`config.mk`:
```
export PLATFORM = sky130hd
export DESIGN_NAME = ir_pulse_space_capture
export DESIGN_NICKNAME = d
export VERILOG_FILES = /design/src/rtl/irpsc_pkg.sv /design/src/rtl/irpsc_front.sv /design/src/rtl/irpsc_queue.sv /design/src/rtl/irpsc_back.sv /design/src/rtl/ir_pulse_space_capture.sv
export VERILOG_INCLUDE_DIRS = /design/src /design/src/rtl
export SDC_FILE = /design/constraint.sdc
export NUM_CORES = 1
export LEC_CHECK = 0
export ABC_AREA = 0
export CAP_MARGIN = 20
export CORE_MARGIN = 4
export CORE_UTILIZATION = 55
export DETAILED_ROUTE_END_ITERATION = 7
export DONT_BUFFER_PORTS = 1
export GPL_TIMING_DRIVEN = 1
export PLACE_DENSITY = 0.7
export SLEW_MARGIN = 20
export SYNTH_ARGS = -nofsm -noshare
export SYNTH_HDL_FRONTEND = slang
export SYNTH_SLANG_ARGS = --single-unit
```
`constraint.sdc`:
```
create_clock -name clk -period 29.1 [get_ports clk]
set_input_delay 1.455 -clock clk [delete_from_list [all_inputs] [get_ports clk]]
set_output_delay 1.455 -clock clk [all_outputs]
set_load 0.01 [all_outputs]
```
`src/rtl/ir_pulse_space_capture_assert.svh`:
```
// assertion macros shared by the capture block rtl
`ifndef IR_PULSE_SPACE_CAPTURE_ASSERT_SVH
`define IR_PULSE_SPACE_CAPTURE_ASSERT_SVH

// same-cycle implication, off while reset is asserted
`define IRPSC_ASSERT_SAME(label, ck, rn, ante, cons) \
	label: assert property (@(posedge ck) disable iff (!rn) (ante) |-> (cons)) \
		else $error("irpsc same-cycle check failed");

// next-cycle implication, off while reset is asserted
`define IRPSC_ASSERT_NEXT(label, ck, rn, ante, cons) \
	label: assert property (@(posedge ck) disable iff (!rn) (ante) |=> (cons)) \
		else $error("irpsc next-cycle check failed");

`endif

```
`src/rtl/irpsc_pkg.sv`:
```
// types, constants and helpers for the ir pulse/space capture block
package irpsc_pkg;

	localparam int DURATION_BITS = 24;
	localparam int SEC_W         = 31;
	localparam int US_W          = 20;
	localparam int LIMIT_W       = 24;
	localparam int SEL_W         = 2;
	localparam int CFG_IDX_W     = 2;

	localparam int S_TDATA_W = ((SEC_W + US_W + 1 + 7) / 8) * 8;
	localparam int M_TDATA_W = ((DURATION_BITS + 7) / 8) * 8;
	localparam int CMP_W     = (DURATION_BITS > LIMIT_W) ? DURATION_BITS : LIMIT_W;

	localparam int GAP_SECONDS = 15;
	localparam int US_PER_S    = 1000000;
	// product of up to fifteen seconds in microseconds
	localparam int PROD_W      = 24;
	// signed microsecond difference, wider than the product and timestamp fields
	localparam int DIFF_W      = 34;

	localparam int QDEPTH = 2;
	localparam int QPTR_W = (QDEPTH > 1) ? $clog2(QDEPTH) : 1;
	localparam int QCNT_W = $clog2(QDEPTH + 1);

	localparam logic [DURATION_BITS-1:0] MAXD = '1;

	localparam logic KIND_START = 1'b0;
	localparam logic KIND_EDGE  = 1'b1;

	localparam logic [CFG_IDX_W-1:0] CFG_POLARITY_SELECT  = 2'd0;
	localparam logic [CFG_IDX_W-1:0] CFG_GLITCH_LIMIT     = 2'd1;
	localparam logic [CFG_IDX_W-1:0] CFG_LONG_SPACE_LIMIT = 2'd2;

	localparam logic [SEL_W-1:0]   POLARITY_SELECT_RST  = 2'd2;
	localparam logic [LIMIT_W-1:0] GLITCH_LIMIT_RST     = 24'd250;
	localparam logic [LIMIT_W-1:0] LONG_SPACE_LIMIT_RST = 24'd20000;

	typedef logic [DURATION_BITS-1:0] dur_t;

	// one measured interval, front to back
	typedef struct packed {
		dur_t dur;
		logic pulse;
	} qword_t;

	typedef struct packed {
		logic [LIMIT_W-1:0] glitch_limit;
		logic [LIMIT_W-1:0] long_space_limit;
	} cfg_t;

	function automatic dur_t sat_add(input dur_t a, input dur_t b);
		logic [DURATION_BITS:0] s;
		s = {1'b0, a} + {1'b0, b};
		return s[DURATION_BITS] ? MAXD : s[DURATION_BITS-1:0];
	endfunction

	function automatic logic above(input dur_t d, input logic [LIMIT_W-1:0] lim);
		return CMP_W'(d) > CMP_W'(lim);
	endfunction

endpackage

```
`src/rtl/irpsc_front.sv`:
```
// front end: timestamps, polarity and duration measurement per edge
`include "ir_pulse_space_capture_assert.svh"

module irpsc_front (
	input  logic                              clk,
	input  logic                              arst_n,
	input  logic                              in_valid,
	output logic                              in_ready,
	input  logic                              in_kind,
	input  logic [irpsc_pkg::SEC_W-1:0]       in_sec,
	input  logic [irpsc_pkg::US_W-1:0]        in_us,
	input  logic                              in_pin,
	input  logic [irpsc_pkg::SEL_W-1:0]       polarity_select,
	input  logic                              q_full,
	output logic                              q_push,
	output irpsc_pkg::qword_t                 q_word
);
	import irpsc_pkg::*;

	logic [SEC_W-1:0]        last_sec_q;
	logic [US_W-1:0]         last_us_q;
	logic                    pol_q;
	logic                    known_q;

	logic                    accept;
	logic signed [SEC_W:0]   dsec;
	logic                    gap;
	logic                    backwards;
	logic [PROD_W-1:0]       prod;
	logic signed [DIFF_W-1:0] diff;
	logic                    pol_eff;
	dur_t                    d;

	assign in_ready = !q_full;
	assign accept   = in_valid && in_ready;

	always_comb begin
		dsec      = $signed({1'b0, in_sec}) - $signed({1'b0, last_sec_q});
		gap       = dsec > $signed((SEC_W+1)'(GAP_SECONDS));
		backwards = (in_sec < last_sec_q) || ((in_sec == last_sec_q) && (in_us < last_us_q));
		// only used when the second difference is within 0..15
		prod      = PROD_W'(dsec[3:0]) * PROD_W'(US_PER_S);
		diff      = $signed(DIFF_W'(prod)) + $signed(DIFF_W'(in_us))
			- $signed(DIFF_W'(last_us_q));
		if (gap) begin
			d = MAXD;
		end else if (diff[DIFF_W-1]) begin
			d = '0;
		end else if (diff[DIFF_W-2:0] > (DIFF_W-1)'(MAXD)) begin
			d = MAXD;
		end else begin
			d = diff[DURATION_BITS-1:0];
		end
		if (backwards) begin
			d = MAXD;
		end
		// a long gap seen where a pulse would end means the polarity was wrong
		pol_eff = (gap && (in_pin == pol_q)) ? !pol_q : pol_q;
	end

	assign q_push       = accept && (in_kind == KIND_EDGE) && known_q;
	assign q_word.dur   = d;
	assign q_word.pulse = (in_pin == pol_eff);

	always_ff @(posedge clk or negedge arst_n) begin
		if (!arst_n) begin
			known_q <= 1'b0;
			pol_q   <= 1'b0;
		end else if (accept) begin
			if (in_kind == KIND_START) begin
				known_q <= 1'b1;
				pol_q   <= polarity_select[1] ? in_pin : polarity_select[0];
			end else if (known_q) begin
				pol_q <= pol_eff;
			end
		end
	end

	always_ff @(posedge clk) begin
		if (accept && ((in_kind == KIND_START) || known_q)) begin
			last_sec_q <= in_sec;
			last_us_q  <= in_us;
		end
	end

	`IRPSC_ASSERT_SAME(a_no_edge_before_start, clk, arst_n,
		in_valid && in_ready && (in_kind == KIND_EDGE) && !known_q, !q_push)

endmodule

```
`src/rtl/irpsc_queue.sv`:
```
// short queue of measured intervals between front and back
`include "ir_pulse_space_capture_assert.svh"

module irpsc_queue (
	input  logic              clk,
	input  logic              arst_n,
	input  logic              push,
	input  irpsc_pkg::qword_t push_word,
	output logic              full,
	input  logic              pop,
	output logic              not_empty,
	output irpsc_pkg::qword_t head
);
	import irpsc_pkg::*;

	qword_t              mem_q [QDEPTH];
	logic [QPTR_W-1:0]   wr_q;
	logic [QPTR_W-1:0]   rd_q;
	logic [QCNT_W-1:0]   cnt_q;

	assign full      = cnt_q == QCNT_W'(QDEPTH);
	assign not_empty = cnt_q != '0;
	assign head      = mem_q[rd_q];

	always_ff @(posedge clk or negedge arst_n) begin
		if (!arst_n) begin
			wr_q  <= '0;
			rd_q  <= '0;
			cnt_q <= '0;
		end else begin
			if (push) begin
				wr_q <= (wr_q == QPTR_W'(QDEPTH - 1)) ? '0 : wr_q + 1'b1;
			end
			if (pop) begin
				rd_q <= (rd_q == QPTR_W'(QDEPTH - 1)) ? '0 : rd_q + 1'b1;
			end
			if (push && !pop) begin
				cnt_q <= cnt_q + 1'b1;
			end else if (pop && !push) begin
				cnt_q <= cnt_q - 1'b1;
			end
		end
	end

	always_ff @(posedge clk) begin
		if (push) begin
			mem_q[wr_q] <= push_word;
		end
	end

	`IRPSC_ASSERT_SAME(a_cnt_bound, clk, arst_n, 1'b1, cnt_q <= QCNT_W'(QDEPTH))
	`IRPSC_ASSERT_SAME(a_pop_nonempty, clk, arst_n, pop, cnt_q != '0)
	`IRPSC_ASSERT_SAME(a_push_not_full, clk, arst_n, push, !full)

endmodule

```
`src/rtl/irpsc_back.sv`:
```
// back end: glitch filter and output word sequencer
`include "ir_pulse_space_capture_assert.svh"

module irpsc_back (
	input  logic              clk,
	input  logic              arst_n,
	input  irpsc_pkg::cfg_t   cfg,
	input  logic              q_valid,
	input  irpsc_pkg::qword_t q_word,
	output logic              q_pop,
	output logic              out_valid,
	input  logic              out_ready,
	output irpsc_pkg::dur_t   out_dur,
	output logic              out_pulse,
	output logic              out_last
);
	import irpsc_pkg::*;

	logic        holding_q;
	dur_t        hs_q;
	dur_t        hp_q;
	qword_t      res_q [3];
	logic [1:0]  cnt_q;
	logic [1:0]  idx_q;

	logic        last_idx;
	logic        out_hs;
	logic        free;
	dur_t        hp_sum;
	dur_t        hs_merge;
	logic        holding_nxt;
	dur_t        hs_nxt;
	dur_t        hp_nxt;
	logic [1:0]  n;
	qword_t      r0;
	qword_t      r1;
	qword_t      r2;

	assign out_valid = cnt_q != 2'd0;
	assign last_idx  = idx_q == (cnt_q - 2'd1);
	assign out_hs    = out_valid && out_ready;
	assign free      = !out_valid || (out_hs && last_idx);
	assign q_pop     = q_valid && free;

	assign out_dur   = res_q[idx_q].dur;
	assign out_pulse = res_q[idx_q].pulse;
	assign out_last  = last_idx;

	always_comb begin
		hp_sum      = sat_add(hp_q, q_word.dur);
		hs_merge    = sat_add(sat_add(hs_q, hp_q), q_word.dur);
		holding_nxt = holding_q;
		hs_nxt      = hs_q;
		hp_nxt      = hp_q;
		n           = 2'd0;
		r0          = q_word;
		r1          = '{dur: '0, pulse: 1'b1};
		r2          = q_word;
		if (holding_q && q_word.pulse) begin
			// glitch pulses pile up until they pass the limit
			if (above(hp_sum, cfg.glitch_limit)) begin
				n           = 2'd2;
				r0          = '{dur: hs_q, pulse: 1'b0};
				r1          = '{dur: hp_sum, pulse: 1'b1};
				holding_nxt = 1'b0;
				hp_nxt      = '0;
			end else begin
				hp_nxt = hp_sum;
			end
		end else if (q_word.pulse) begin
			n = 2'd1;
		end else if (!holding_q) begin
			if (above(q_word.dur, cfg.long_space_limit)) begin
				hs_nxt      = q_word.dur;
				holding_nxt = 1'b1;
			end else begin
				n = 2'd1;
			end
		end else begin
			if (above(q_word.dur, cfg.long_space_limit)) begin
				hs_nxt = hs_merge;
				hp_nxt = '0;
			end else begin
				// release held space and pulse, then this space
				n           = 2'd3;
				r0          = '{dur: hs_q, pulse: 1'b0};
				r1          = '{dur: hp_q, pulse: 1'b1};
				holding_nxt = 1'b0;
				hp_nxt      = '0;
			end
		end
	end

	always_ff @(posedge clk or negedge arst_n) begin
		if (!arst_n) begin
			holding_q <= 1'b0;
			hp_q      <= '0;
			cnt_q     <= 2'd0;
			idx_q     <= 2'd0;
		end else begin
			if (q_pop) begin
				holding_q <= holding_nxt;
				hp_q      <= hp_nxt;
			end
			// a pop only happens once the buffer is empty or its last word leaves
			if (q_pop && (n != 2'd0)) begin
				cnt_q <= n;
				idx_q <= 2'd0;
			end else if (out_hs) begin
				if (last_idx) begin
					cnt_q <= 2'd0;
					idx_q <= 2'd0;
				end else begin
					idx_q <= idx_q + 2'd1;
				end
			end
		end
	end

	always_ff @(posedge clk) begin
		if (q_pop) begin
			hs_q <= hs_nxt;
			if (n != 2'd0) begin
				res_q[0] <= r0;
				res_q[1] <= r1;
				res_q[2] <= r2;
			end
		end
	end

	`IRPSC_ASSERT_SAME(a_idle_pulse_clear, clk, arst_n, !holding_q, hp_q == '0)
	`IRPSC_ASSERT_NEXT(a_stall_holds_word, clk, arst_n, out_valid && !out_ready,
		out_valid && $stable(idx_q) && $stable(cnt_q))

endmodule

```
`src/rtl/ir_pulse_space_capture.sv`:
```
// top level of the ir receiver pulse/space capture block
//
// Takes timestamped start and pin-edge words on the slave stream and gives
// pulse/space durations in microseconds on the master stream. The front end
// accepts one input word per clock while the queue is not full: it measures
// the interval since the previous event combinationally and pushes it into a
// two-entry queue. The back end runs the glitch filter on one queued interval
// per cycle while its output buffer is free and loads the zero to three
// resulting words into that buffer, which drains one word per clock while the
// sink is ready, with tlast on the final word of each input. A result is
// registered in the queue and then in the output buffer. The sustained rate
// is one input word per clock while each edge yields at most one result and
// the sink is ready; an edge that releases held filter state gives two or
// three words and occupies the output for each. Configuration writes are
// always ready; the polarity selection takes effect at the next start word.
module ir_pulse_space_capture (
	input  logic                                clk,
	input  logic                                arst_n,
	input  logic                                s_axis_tvalid,
	output logic                                s_axis_tready,
	// seconds [30:0], microseconds [50:31], pin_level [51], zero fill
	input  logic [irpsc_pkg::S_TDATA_W-1:0]     s_axis_tdata,
	// kind
	input  logic                                s_axis_tuser,
	output logic                                m_axis_tvalid,
	input  logic                                m_axis_tready,
	// duration
	output logic [irpsc_pkg::M_TDATA_W-1:0]     m_axis_tdata,
	// is_pulse
	output logic                                m_axis_tuser,
	output logic                                m_axis_tlast,
	input  logic                                cfg_valid,
	output logic                                cfg_ready,
	input  logic [irpsc_pkg::CFG_IDX_W-1:0]     cfg_index,
	input  logic [irpsc_pkg::LIMIT_W-1:0]       cfg_data
);
	import irpsc_pkg::*;

	logic [SEL_W-1:0]   polarity_select_q;
	cfg_t               cfg_q;

	logic               q_push;
	logic               q_full;
	logic               q_pop;
	logic               q_not_empty;
	qword_t             push_word;
	qword_t             head;
	dur_t               out_dur;

	assign cfg_ready = 1'b1;

	always_ff @(posedge clk or negedge arst_n) begin
		if (!arst_n) begin
			polarity_select_q      <= POLARITY_SELECT_RST;
			cfg_q.glitch_limit     <= GLITCH_LIMIT_RST;
			cfg_q.long_space_limit <= LONG_SPACE_LIMIT_RST;
		end else if (cfg_valid && cfg_ready) begin
			case (cfg_index)
				CFG_POLARITY_SELECT:  polarity_select_q      <= cfg_data[SEL_W-1:0];
				CFG_GLITCH_LIMIT:     cfg_q.glitch_limit     <= cfg_data;
				CFG_LONG_SPACE_LIMIT: cfg_q.long_space_limit <= cfg_data;
				default: ;
			endcase
		end
	end

	irpsc_front u_front (
		.clk             (clk),
		.arst_n          (arst_n),
		.in_valid        (s_axis_tvalid),
		.in_ready        (s_axis_tready),
		.in_kind         (s_axis_tuser),
		.in_sec          (s_axis_tdata[SEC_W-1:0]),
		.in_us           (s_axis_tdata[SEC_W+US_W-1:SEC_W]),
		.in_pin          (s_axis_tdata[SEC_W+US_W]),
		.polarity_select (polarity_select_q),
		.q_full          (q_full),
		.q_push          (q_push),
		.q_word          (push_word)
	);

	irpsc_queue u_queue (
		.clk       (clk),
		.arst_n    (arst_n),
		.push      (q_push),
		.push_word (push_word),
		.full      (q_full),
		.pop       (q_pop),
		.not_empty (q_not_empty),
		.head      (head)
	);

	irpsc_back u_back (
		.clk       (clk),
		.arst_n    (arst_n),
		.cfg       (cfg_q),
		.q_valid   (q_not_empty),
		.q_word    (head),
		.q_pop     (q_pop),
		.out_valid (m_axis_tvalid),
		.out_ready (m_axis_tready),
		.out_dur   (out_dur),
		.out_pulse (m_axis_tuser),
		.out_last  (m_axis_tlast)
	);

	assign m_axis_tdata = M_TDATA_W'(out_dur);

endmodule

```
Word-level counts from Yosys, hierarchy flattened:

Memory sizes are Yosys's and may differ from the RTL's.
Cells that the tools add are included.

* bits in registers: 160
* RAM bits: 125
* logic and storage cells: 140
* memories: 2

* add/subtract/negate cells: 12
* multipliers: 1
* magnitude comparators: 6
* eq/ne operators: 10
* multiplexer cells: 53
* bitwise gates (word level): 3
* reductions and logical operators: 38

Memory list
* u_back.res_q: words 3, width 25, rd ports 1, clocked after Yosys merged registers in 0, wr ports 3, RTL line irpsc_back.sv:22 `qword_t res_q [3];`
* u_queue.mem_q: words 2, width 25, rd ports 1, clocked after Yosys merged registers in 0, wr ports 1, RTL line irpsc_queue.sv:16 `qword_t mem_q [QDEPTH];`

Operator list (number)
* 24-bit 2-to-1 mux: 14
* 25-bit 2-to-1 mux: 10
* 24-bit by 24-bit adder with 25-bit output: 3
* 24-bit greater-than comparator: 2
* 34-bit by 21-bit subtractor with 34-bit output: 1
* 33-bit by 24-bit greater-than comparator with 1-bit output, second input constant: 1
* 32-bit by 5-bit greater-than comparator with 1-bit output, second input constant: 1
* 31-bit by 31-bit subtractor with 32-bit output: 1
* 31-bit == test: 1
* 31-bit < comparator: 1
* 2-bit 2-to-1 mux: 13
* 24-bit by 20-bit adder with 25-bit output: 1
* 20-bit < comparator: 1
* 4-bit by 14-bit multiplier with 18-bit output, second input constant: 1
* 1-bit 2-to-1 mux: 16
* 2-bit nonzero test: 7
* 1-bit logical AND: 13
* 2-bit AND reduction: 6
* 3-bit AND reduction: 2
* 1-bit logical NOT: 5
* 2-bit by 1-bit adder with 2-bit output, second input constant: 2
* 2-bit == test, second input constant: 2
* 2-bit inequality test, second input constant: 2
* 4-bit AND reduction: 1
* 9 further kinds: 16

Logic depth before layout (Yosys ltp):

Gate-level depths: netlist of run 1.
An unclocked memory read counts as a cell.

* depth in word-level cells: 10
* depth in mapped cells: 32
* mapped depth without buffers: 27

Modules after synthesis:

Synthesis of run 1 repeated with hierarchy kept, for this count alone.

* cell total of the unflattened synthesis: 2052
* area total of the unflattened synthesis: 21106.5 µm²

By module, submodules not included
* irpsc_back: times used 1, cells each 1122, area each 10486.3 µm²
* irpsc_front: times used 1, cells each 727, area each 6442.4 µm²
* irpsc_queue: times used 1, cells each 94, area each 2094.5 µm²
* ir_pulse_space_capture: times used 1, cells each 109, area each 2083.2 µm²

Worst setup path before layout of run 1:

No wires, ideal clock.

* kind: register to register
* from: register u_queue.rd_q
* to: register u_back.cnt_q[1]
* setup time: 0.390 ns
* arrival: 11.432 ns
* data required time: 28.710 ns
* slack: 17.278 ns
* cell stages (with the launch flop): 31
* buffers on the path: 4
* path through: dfrtp_1 > clkbuf_1 > buf_1 > mux2_2 > ha_1 > inv_1 > fa_1 > nor2b_1 > o21ai_0 > a21oi_1 > o31a_1 > o21ai_1 > a21oi_1 > a41o_1 > o311ai_0 > nand2b_1 > clkbuf_1 > buf_1 > nor2_1 > inv_1 > ha_1 > nand4_1 > nor2_1 > nor2_1 > a21boi_0 > o21a_1 > o211ai_1 > a211oi_1 > o21ai_0 > a221oi_1 > mux2i_1

RTL lines
* start: declaration: RTL line irpsc_queue.sv:18 `logic [QPTR_W-1:0] rd_q;`
* start signal: assignment: RTL line irpsc_queue.sv:35 `rd_q <= (rd_q == QPTR_W'(QDEPTH - 1)) ? '0 : rd_q + 1'b1;`
* end signal: assignment: RTL line irpsc_back.sv:107 `cnt_q <= n;`
* end: declaration: RTL line irpsc_back.sv:23 `logic [1:0] cnt_q;`

==> out/results.tsv, run 1 <==
stage	metric	value	unit
timing	slew_violations	0	
finish	fillers	3053	
timing	fmax	118	MHz
yosys	synth_area	0.0204	mm^2
status	status	finished clean	
min_path	holdCritPathClass	reg2reg	
clock_tree	cts_made_buffers	34	
routing	first_pass_iters	6	
clock_tree	clk_latency	0.54	ns
grt	first_global_vias	15383	
worst_setup_path	critical_path_class	reg2reg	
yosys	ys_seq_area_share	39.7	%
clock_tree	cts-htree-levels	2	
timing	min_period	8.47	ns
grt	grt_usage	24.1	%
yosys	yosysWarnings	0	
routing	drtIter0Drc	1023	
timing	fin_tns_setup	0	ns
min_path	min_path_cells	1	
grt	grt.busiest_layer	met2	
yosys	async_reset_ff_share	29.9	%
worst_setup_path	crit_family	compound AO/OA/AOI/OAI gates	
worst_setup_path	r2r_end	u_back.hp_q[19]	
finish	multiInputGateArea	0.0115	mm^2
floorplanning	io_pins	117	
grt	antenna_found_initial	3	
routing	via_per_inst	6.04	
finish	ff_latch_area	0.00812	mm^2
timing	timing.hold.ws	0.501	ns
finish	drive_gt1_share	11.7	%
worst_setup_path	slowest_delay	0.97	ns
timing	skew	0.0315	ns
clock_tree	cts_setup_buffers	0	
grt	grtUsageMet3	4.10	%
timing	setup_viol	0	
finish	area_growth	8.22	%
yosys	yosys.area_share.simple	11.7	%
clock_tree	hold_buffers	0	
yosys	synth_xor_area_share	4.83	%
yosys	synth_top_family_by_area	compound AO/OA/AOI/OAI gates	
yosys	synth_compound_area_share	17.9	%
worst_setup_path	end_kind	flip-flop	
clock_tree	clkTransAtPathRegs	0.06	ns
yosys	synthAdderAreaFrac	14.2	%
yosys	synth-seq-cells	284	
clock_tree	cts_tree	done	
grt	gr-total-overflow	0	
grt	grt_pass1_wl	79400	um
floorplanning	rows	70	
timing	hold_viol_final	0	
yosys	synth_nets	2355	
timing	rsz0062_at_grt	no	
worst_setup_path	critPathSlowestCell	nand3_1	
worst_setup_path	reg2reg_slack	20.63	ns
timing	post-route-period-util	29.1	%
yosys	syn_inst	2041	
clock_tree	clockBufferDepth	3	
min_path	hp-start	cfg_q[19]	
yosys	synth_edf_count	199	
clock_tree	clock-sinks	284	
worst_setup_path	path_buf_inv	3	
placement	portBuffers	0	
floorplanning	die_w	201	um
grt	grt_use_met1	30.2	%
routing	route.vias.total	15327	
floorplanning	die_h	201	um
routing	ant_nets	0	
flow_run	drv_cap	0	
placement	gp_congestion	0.914	
clock_tree	root_buffer	clkbuf_16	
timing	worst_pin_slew	1.14	ns
placement	hpwl	37100	um
finish	final_nets	2354	
worst_setup_path	cp.arrival	8.94	ns
yosys	synth_area_per_cell	10.0	um^2
timing	relSlewSlack	24.2	%
worst_setup_path	worstSetupStartpointType	flip-flop	
yosys	ys.flop_type	edfxtp_1	
grt	grt_util_met2	42.0	%
routing	routed_wl	49300	um
worst_setup_path	r2r_cells	27	
min_path	hold-path-endpoint	cfg_q[19]	
worst_setup_path	worst-path-max-fanout	26	
floorplanning	start_util	55.8	%
routing	route.detailed.drc	0	
routing	wl_per_cell	19.4	um
floorplanning	core_area	0.0366	mm^2
worst_setup_path	cp.required	29.57	ns
floorplanning	dieArea	0.0403	mm^2
clock_tree	post_cts_resized	0	
yosys	ys_types	96	
yosys	synthMuxAreaShare	7.09	%
worst_setup_path	reg2reg_from	u_queue.rd_q	
grt	grt_max_degree	86	
[final cells by class]
class | count | share of cell area (%)
Clock inverter | 14 | 0.696
Multi-Input combinational cell | 1522 | 51.8
Timing Repair Buffer | 14 | 0.475
Tap cell | 468 | 2.65
Antenna cell | 4 | 0.0453
Inverter | 184 | 3.12
Clock buffer | 48 | 4.51
Sequential cell | 284 | 36.7
[worst reg2reg max path, stage by stage (launching register included)]
cell	delay, ns
dfrtp_1	0.32
buf_4	0.32
mux2_2	0.48
ha_1	0.25
inv_1	0.07
fa_1	0.23
nor2b_1	0.06
o21ai_0	0.26
a21oi_1	0.17
o31a_1	0.32
o21ai_1	0.26
a21oi_1	0.17
a41o_1	0.34
o311ai_0	0.46
nor2b_1	0.69
nand2_1	0.30
ha_1	0.35
nand4_1	0.17
nor2_1	0.06
nor2_1	0.07
a21boi_0	0.08
o21a_1	0.17
o211ai_1	0.25
a211oi_1	0.12
o21ai_0	0.65
nand3_1	0.97
inv_1	0.62
a22o_1	0.20
[synth_stat cells (6+ instances only)]
cell	n	area share [%]
ha_1	217	13
edfxtp_1	199	29
inv_1	182	3.3
o21ai_0	159	3.9
nand2_1	156	2.9
a21oi_1	121	3.0
nor2_1	104	1.9
mux2_2	98	5.4
dfrtp_1	73	8.9
xnor2_1	73	3.1
a21o_1	45	1.7
clkbuf_1	37	0.68
xor2_1	36	1.5
mux2i_1	33	1.6
o21a_1	32	1.2
nand3_1	31	0.76
nand2b_1	29	0.89
nor3_1	28	0.69
nor2b_1	26	0.80
o21ai_1	23	0.56
o22a_1	22	0.94
nand4_1	20	0.61
nor2_2	20	0.61
o21bai_1	19	0.70
a31oi_1	17	0.52
a211oi_1	15	0.55
and3_1	13	0.40
and2_1	12	0.37
dfstp_2	12	1.5
o211ai_1	10	0.37
or3_1	10	0.31
fa_1	9	0.88
nor4_1	9	0.28
a22o_1	8	0.34
o221ai_1	6	0.26
o22ai_1	6	0.18
o31a_1	6	0.26
or2_2	6	0.18
[cell families (layout without fill, tap and decap cells)]
group,after synthesis,in the layout
AND/OR/NAND/NOR,489,489
buffers and inverters,235,260
multiplexers,132,132
other,1,5
XOR/XNOR,111,111
flip-flops,284,284
adder cells (fa/ha/maj),227,227
AO/OA/AOI/OAI,562,562
[registers in the layout (all words and copies together) (netlist names), 2 cells and up]
name	count
u_back.res_q	74
u_queue.mem_q	50
cfg_q	48
u_front.last_sec_q	31
u_back.hp_q	24
u_back.hs_q	24
u_front.last_us_q	20
polarity_select_q	2
u_back.cnt_q	2
u_back.idx_q	2
u_queue.cnt_q	2
[layer usage]
layer	up-vias	routed length (um)
met1	7353	20700
met4	2	1640
met2	393	24200
met3	96	2750
met5	-	20
li1	7483	-
[cell usage in the layout, fill, tap and decap left out, types with 9 or more instances in the layout]
cell type	synthesis	routed
a211oi_1	15	15
nor2_1	104	101
clkbuf_16	0	37
buf_4	3	14
o211ai_1	10	10
mux2i_1	33	33
and3_1	13	13
a21oi_1	121	120
edfxtp_1	199	199
o22a_1	22	22
nand4_1	20	20
xor2_1	36	36
a31oi_1	17	17
nand2b_1	29	29
a21o_1	45	45
o21a_1	32	32
nor2b_1	26	26
or3_1	10	10
and2_1	12	11
mux2_2	98	98
o21ai_0	159	158
nand3_1	31	31
xnor2_1	73	73
nor4_1	9	9
dfrtp_1	73	73
inv_1	182	182
fa_1	9	9
dfstp_2	12	12
nor3_1	28	27
nand2_1	156	156
ha_1	217	217
nor2_2	20	22
o21bai_1	19	19
o21ai_1	23	23
[worst max path at each step]
| stage | startpoint | to | cells past startpoint |
|---|---|---|---|
| after floorplan | u_queue.rd_q | u_back.cnt_q[1] | 30 |
| after CTS | u_queue.rd_q | u_back.hp_q[19] | 27 |
| after detailed placement | u_queue.rd_q | u_back.hp_q[19] | 27 |
| after global routing | u_queue.rd_q | u_back.hp_q[19] | 29 |
| after global placement | s_axis_tdata[1] | u_queue.mem_q[0][23] | 25 |
| final | u_queue.rd_q | u_back.hp_q[19] | 27 |
[metrics by stage]
step	cell area, um^2	utilization [%]	worst slack, ns	std cells
2_1_floorplan	20400	-	17.28	2041
3_3_place_gp	21000	57.2	20.93	2472
3_5_place_dp	21000	57.2	20.81	2472
4_1_cts	22100	60.4	20.73	2534
5_1_grt	22100	60.4	20.13	2538
6_report	22100	60.4	20.63	2538
Power of run 1 is left out: the tool's default activity adds up to more than one toggle a clock period on the data nets, which glitch-free logic cannot reach.
==> inputs of run 2 (changes only) <==
--- a/config.mk
+++ b/config.mk
@@ -13,7 +13,7 @@
 export DETAILED_ROUTE_END_ITERATION = 7
 export DONT_BUFFER_PORTS = 1
 export GPL_TIMING_DRIVEN = 1
-export PLACE_DENSITY = 0.7
+export PLACE_DENSITY = 0.73
 export SLEW_MARGIN = 20
 export SYNTH_ARGS = -nofsm -noshare
 export SYNTH_HDL_FRONTEND = slang
==> constraint.sdc (replaced) <==
create_clock -name clk -period 7.2 [get_ports clk]
set_input_delay 0.36 -clock clk [delete_from_list [all_inputs] [get_ports clk]]
set_output_delay 0.36 -clock clk [all_outputs]
set_load 0.01 [all_outputs]
==> run 2 against run 1 <==
  * Flip-flop and latch count is the same
  * Clock skew is 0.0071 ns higher
  * Count of clock-buffer cells in the layout down 3
  * Fmax is 26% higher
  * Routed wire length is 1.7% higher
  * Via count up 2.0%
  * Sequential share of layout area shrank 1.5 points
  * First-iteration DRC count is 7.8% higher
  * Critical endpoint is now u_back.res_q[0][7]
  * Highest routed layer unchanged
==> out/results.tsv, run 2 (synthesis gave the netlist of run 1 again) <==
stage	metric	value	unit	change
timing	hold_viol_final	0		unchanged
finish	drive_gt1_share	12.2	%	+0.58 points
floorplanning	die_h	201	um	unchanged
status	status	finished clean		
clock_tree	post_cts_resized	0		unchanged
floorplanning	io_pins	117		unchanged
clock_tree	root_buffer	clkbuf_16		
timing	rsz0062_at_grt	no		
timing	relSlewSlack	34.7	%	+10 points
placement	portBuffers	0		unchanged
grt	grt_usage	24.6	%	+0.42 points
worst_setup_path	cp.required	7.48	ns	-22.09 ns
timing	fin_tns_setup	0	ns	unchanged
finish	largest_reg_flops	74		unchanged
finish	most-common-layout-cells	ha_1 (217), edfxtp_1 (199), inv_1 (182)		
clock_tree	clockBufferDepth	3		unchanged
timing	timing.hold.ws	0.0568	ns	-0.444 ns
worst_setup_path	worstSetupStartpointType	flip-flop		
grt	antenna_found_initial	4		+1
timing	post-route-period-util	93.5	%	+64 points
floorplanning	core_area	0.0366	mm^2	unchanged
clock_tree	cts_setup_buffers	0		unchanged
clock_tree	cts-htree-levels	2		unchanged
clock_tree	clk_latency	0.56	ns	+0.02 ns
placement	gp_congestion	0.884		-3.3%
flow_run	drv_cap	0		unchanged
worst_setup_path	worst-path-max-fanout	25		-3.8%
routing	route.detailed.drc	0		unchanged
timing	slew_violations	0		unchanged
timing	min_period	6.73	ns	-1.74 ns
clock_tree	clkTransAtPathRegs	0.06	ns	about the same
clock_tree	cts_made_buffers	35		+2.9%
finish	top_register	u_back.res_q		
finish	final_nets	2452		+4.2%
finish	area_growth	12.9	%	
finish	layout_commonest_cell	ha_1		
clock_tree	hold_buffers	78		+78
floorplanning	rows	70		unchanged
routing	first_pass_iters	6		unchanged
routing	ant_nets	0		unchanged
grt	first_global_vias	15590		+1.3%
grt	grt_max_degree	86		unchanged
grt	grt_pass1_wl	81100	um	+2.1%
finish	fillers	2930		-4.0%
worst_setup_path	critical_path_class	reg2reg		
grt	gr-total-overflow	0		unchanged
worst_setup_path	end_kind	flip-flop		
placement	hpwl	37200	um	+0.46%
timing	worst_pin_slew	0.977	ns	-0.160 ns
routing	route.vias.total	15631		+2.0%
timing	fmax	149	MHz	+26%
floorplanning	start_util	55.8	%	unchanged
timing	skew	0.0386	ns	+0.00709 ns
min_path	holdCritPathClass	in2reg		
timing	setup_viol	0		unchanged
routing	via_per_inst	5.93		-1.8%
routing	drtIter0Drc	1103		+7.8%
floorplanning	die_w	201	um	unchanged
clock_tree	clock-sinks	284		unchanged
routing	routed_wl	50100	um	+1.7%
clock_tree	cts_tree	done		
routing	wl_per_cell	19.0	um	-2.0%
floorplanning	dieArea	0.0403	mm^2	unchanged
worst_setup_path	cp.arrival	7.01	ns	-1.93 ns
finish	top_regs	u_back.res_q x74, u_queue.mem_q x50, cfg_q x48		
[run 2: cell count changes in the layout (fill, tap and decap cells not counted), sizes merged]
| cell | previous run | this run |
|---|---|---|
| dlygate4sd3 | 0 | 77 |
| buf | 14 | 34 |
| clkbuf | 48 | 45 |
| clkinv | 9 | 12 |
| bufinv | 3 | 1 |
| clkinvlp | 2 | 4 |
| diode | 4 | 3 |
| inv | 184 | 185 |
[run 2: area by class of cell]
cell class	instances	area, um^2	area share (%)
clock buffers	45	955	4.14
diodes	3	7.51	0.0325
flip-flops and latches	284	8120	35.2
multi-input cells	1522	11500	49.7
repair buffers	111	1110	4.81
inverters	184	691	2.99
well taps	468	586	2.54
clock inverters	18	148	0.640
[run 2: final timing paths]
check                              start                  to  slack, ns  cells after the start
setup / recovery            u_queue.rd_q  u_back.res_q[0][7]       0.47                     27
hold / removal             m_axis_tready     u_back.cnt_q[1]       0.06                      3
setup reg to reg            u_queue.rd_q  u_back.res_q[0][7]       0.47                     27
hold reg to reg                cfg_q[41]           cfg_q[41]       0.50                      1
max in group asynchronous         arst_n           cfg_q[25]       6.34                      2
min in group asynchronous         arst_n           cfg_q[34]       0.47                      2
[run 2: critical path, cell delays in order (launching register included)]
cell,delay (ns)
dfrtp_1,0.48
buf_4,0.31
mux2_2,0.47
ha_1,0.38
a21o_1,0.19
a21oi_1,0.31
nand3_1,0.12
o21ai_1,0.22
a21oi_1,0.14
a41o_1,0.30
o311ai_1,0.33
nand2b_1,0.23
buf_4,0.24
nor2_1,0.28
inv_1,0.08
ha_1,0.18
a21o_1,0.15
a21oi_1,0.13
nor2b_1,0.05
o21ai_0,0.15
a21oi_1,0.09
a2111oi_0,0.44
a211oi_2,0.14
o21ai_2,0.14
nor3_1,0.08
nor2_2,0.19
buf_12,0.23
mux2_2,0.36
[run 2: layer usage]
layer,track usage (%),vias up,wire (um),share of wire (%)
li1,-,7686,-,-
met1,31.3,7414,21500,43
met2,42.1,424,24000,48
met3,4.22,105,2690,5.4
met4,9.49,2,1960,3.9
met5,0,-,8,0.016
[run 2: per-stage QoR]
stage	std cells	setup slack, ns	utilization (%)	cell area (um^2)
3_5_place_dp	2491	0.547	57.8	21200
4_1_cts	2632	0.499	63.0	23100
2_1_floorplan	2041	0.0204	-	20500
5_1_grt	2635	0.0835	63.0	23100
6_report	2635	0.470	63.0	23100
3_3_place_gp	2491	0.578	57.8	21200
Power of run 2 is left out for the same reason.
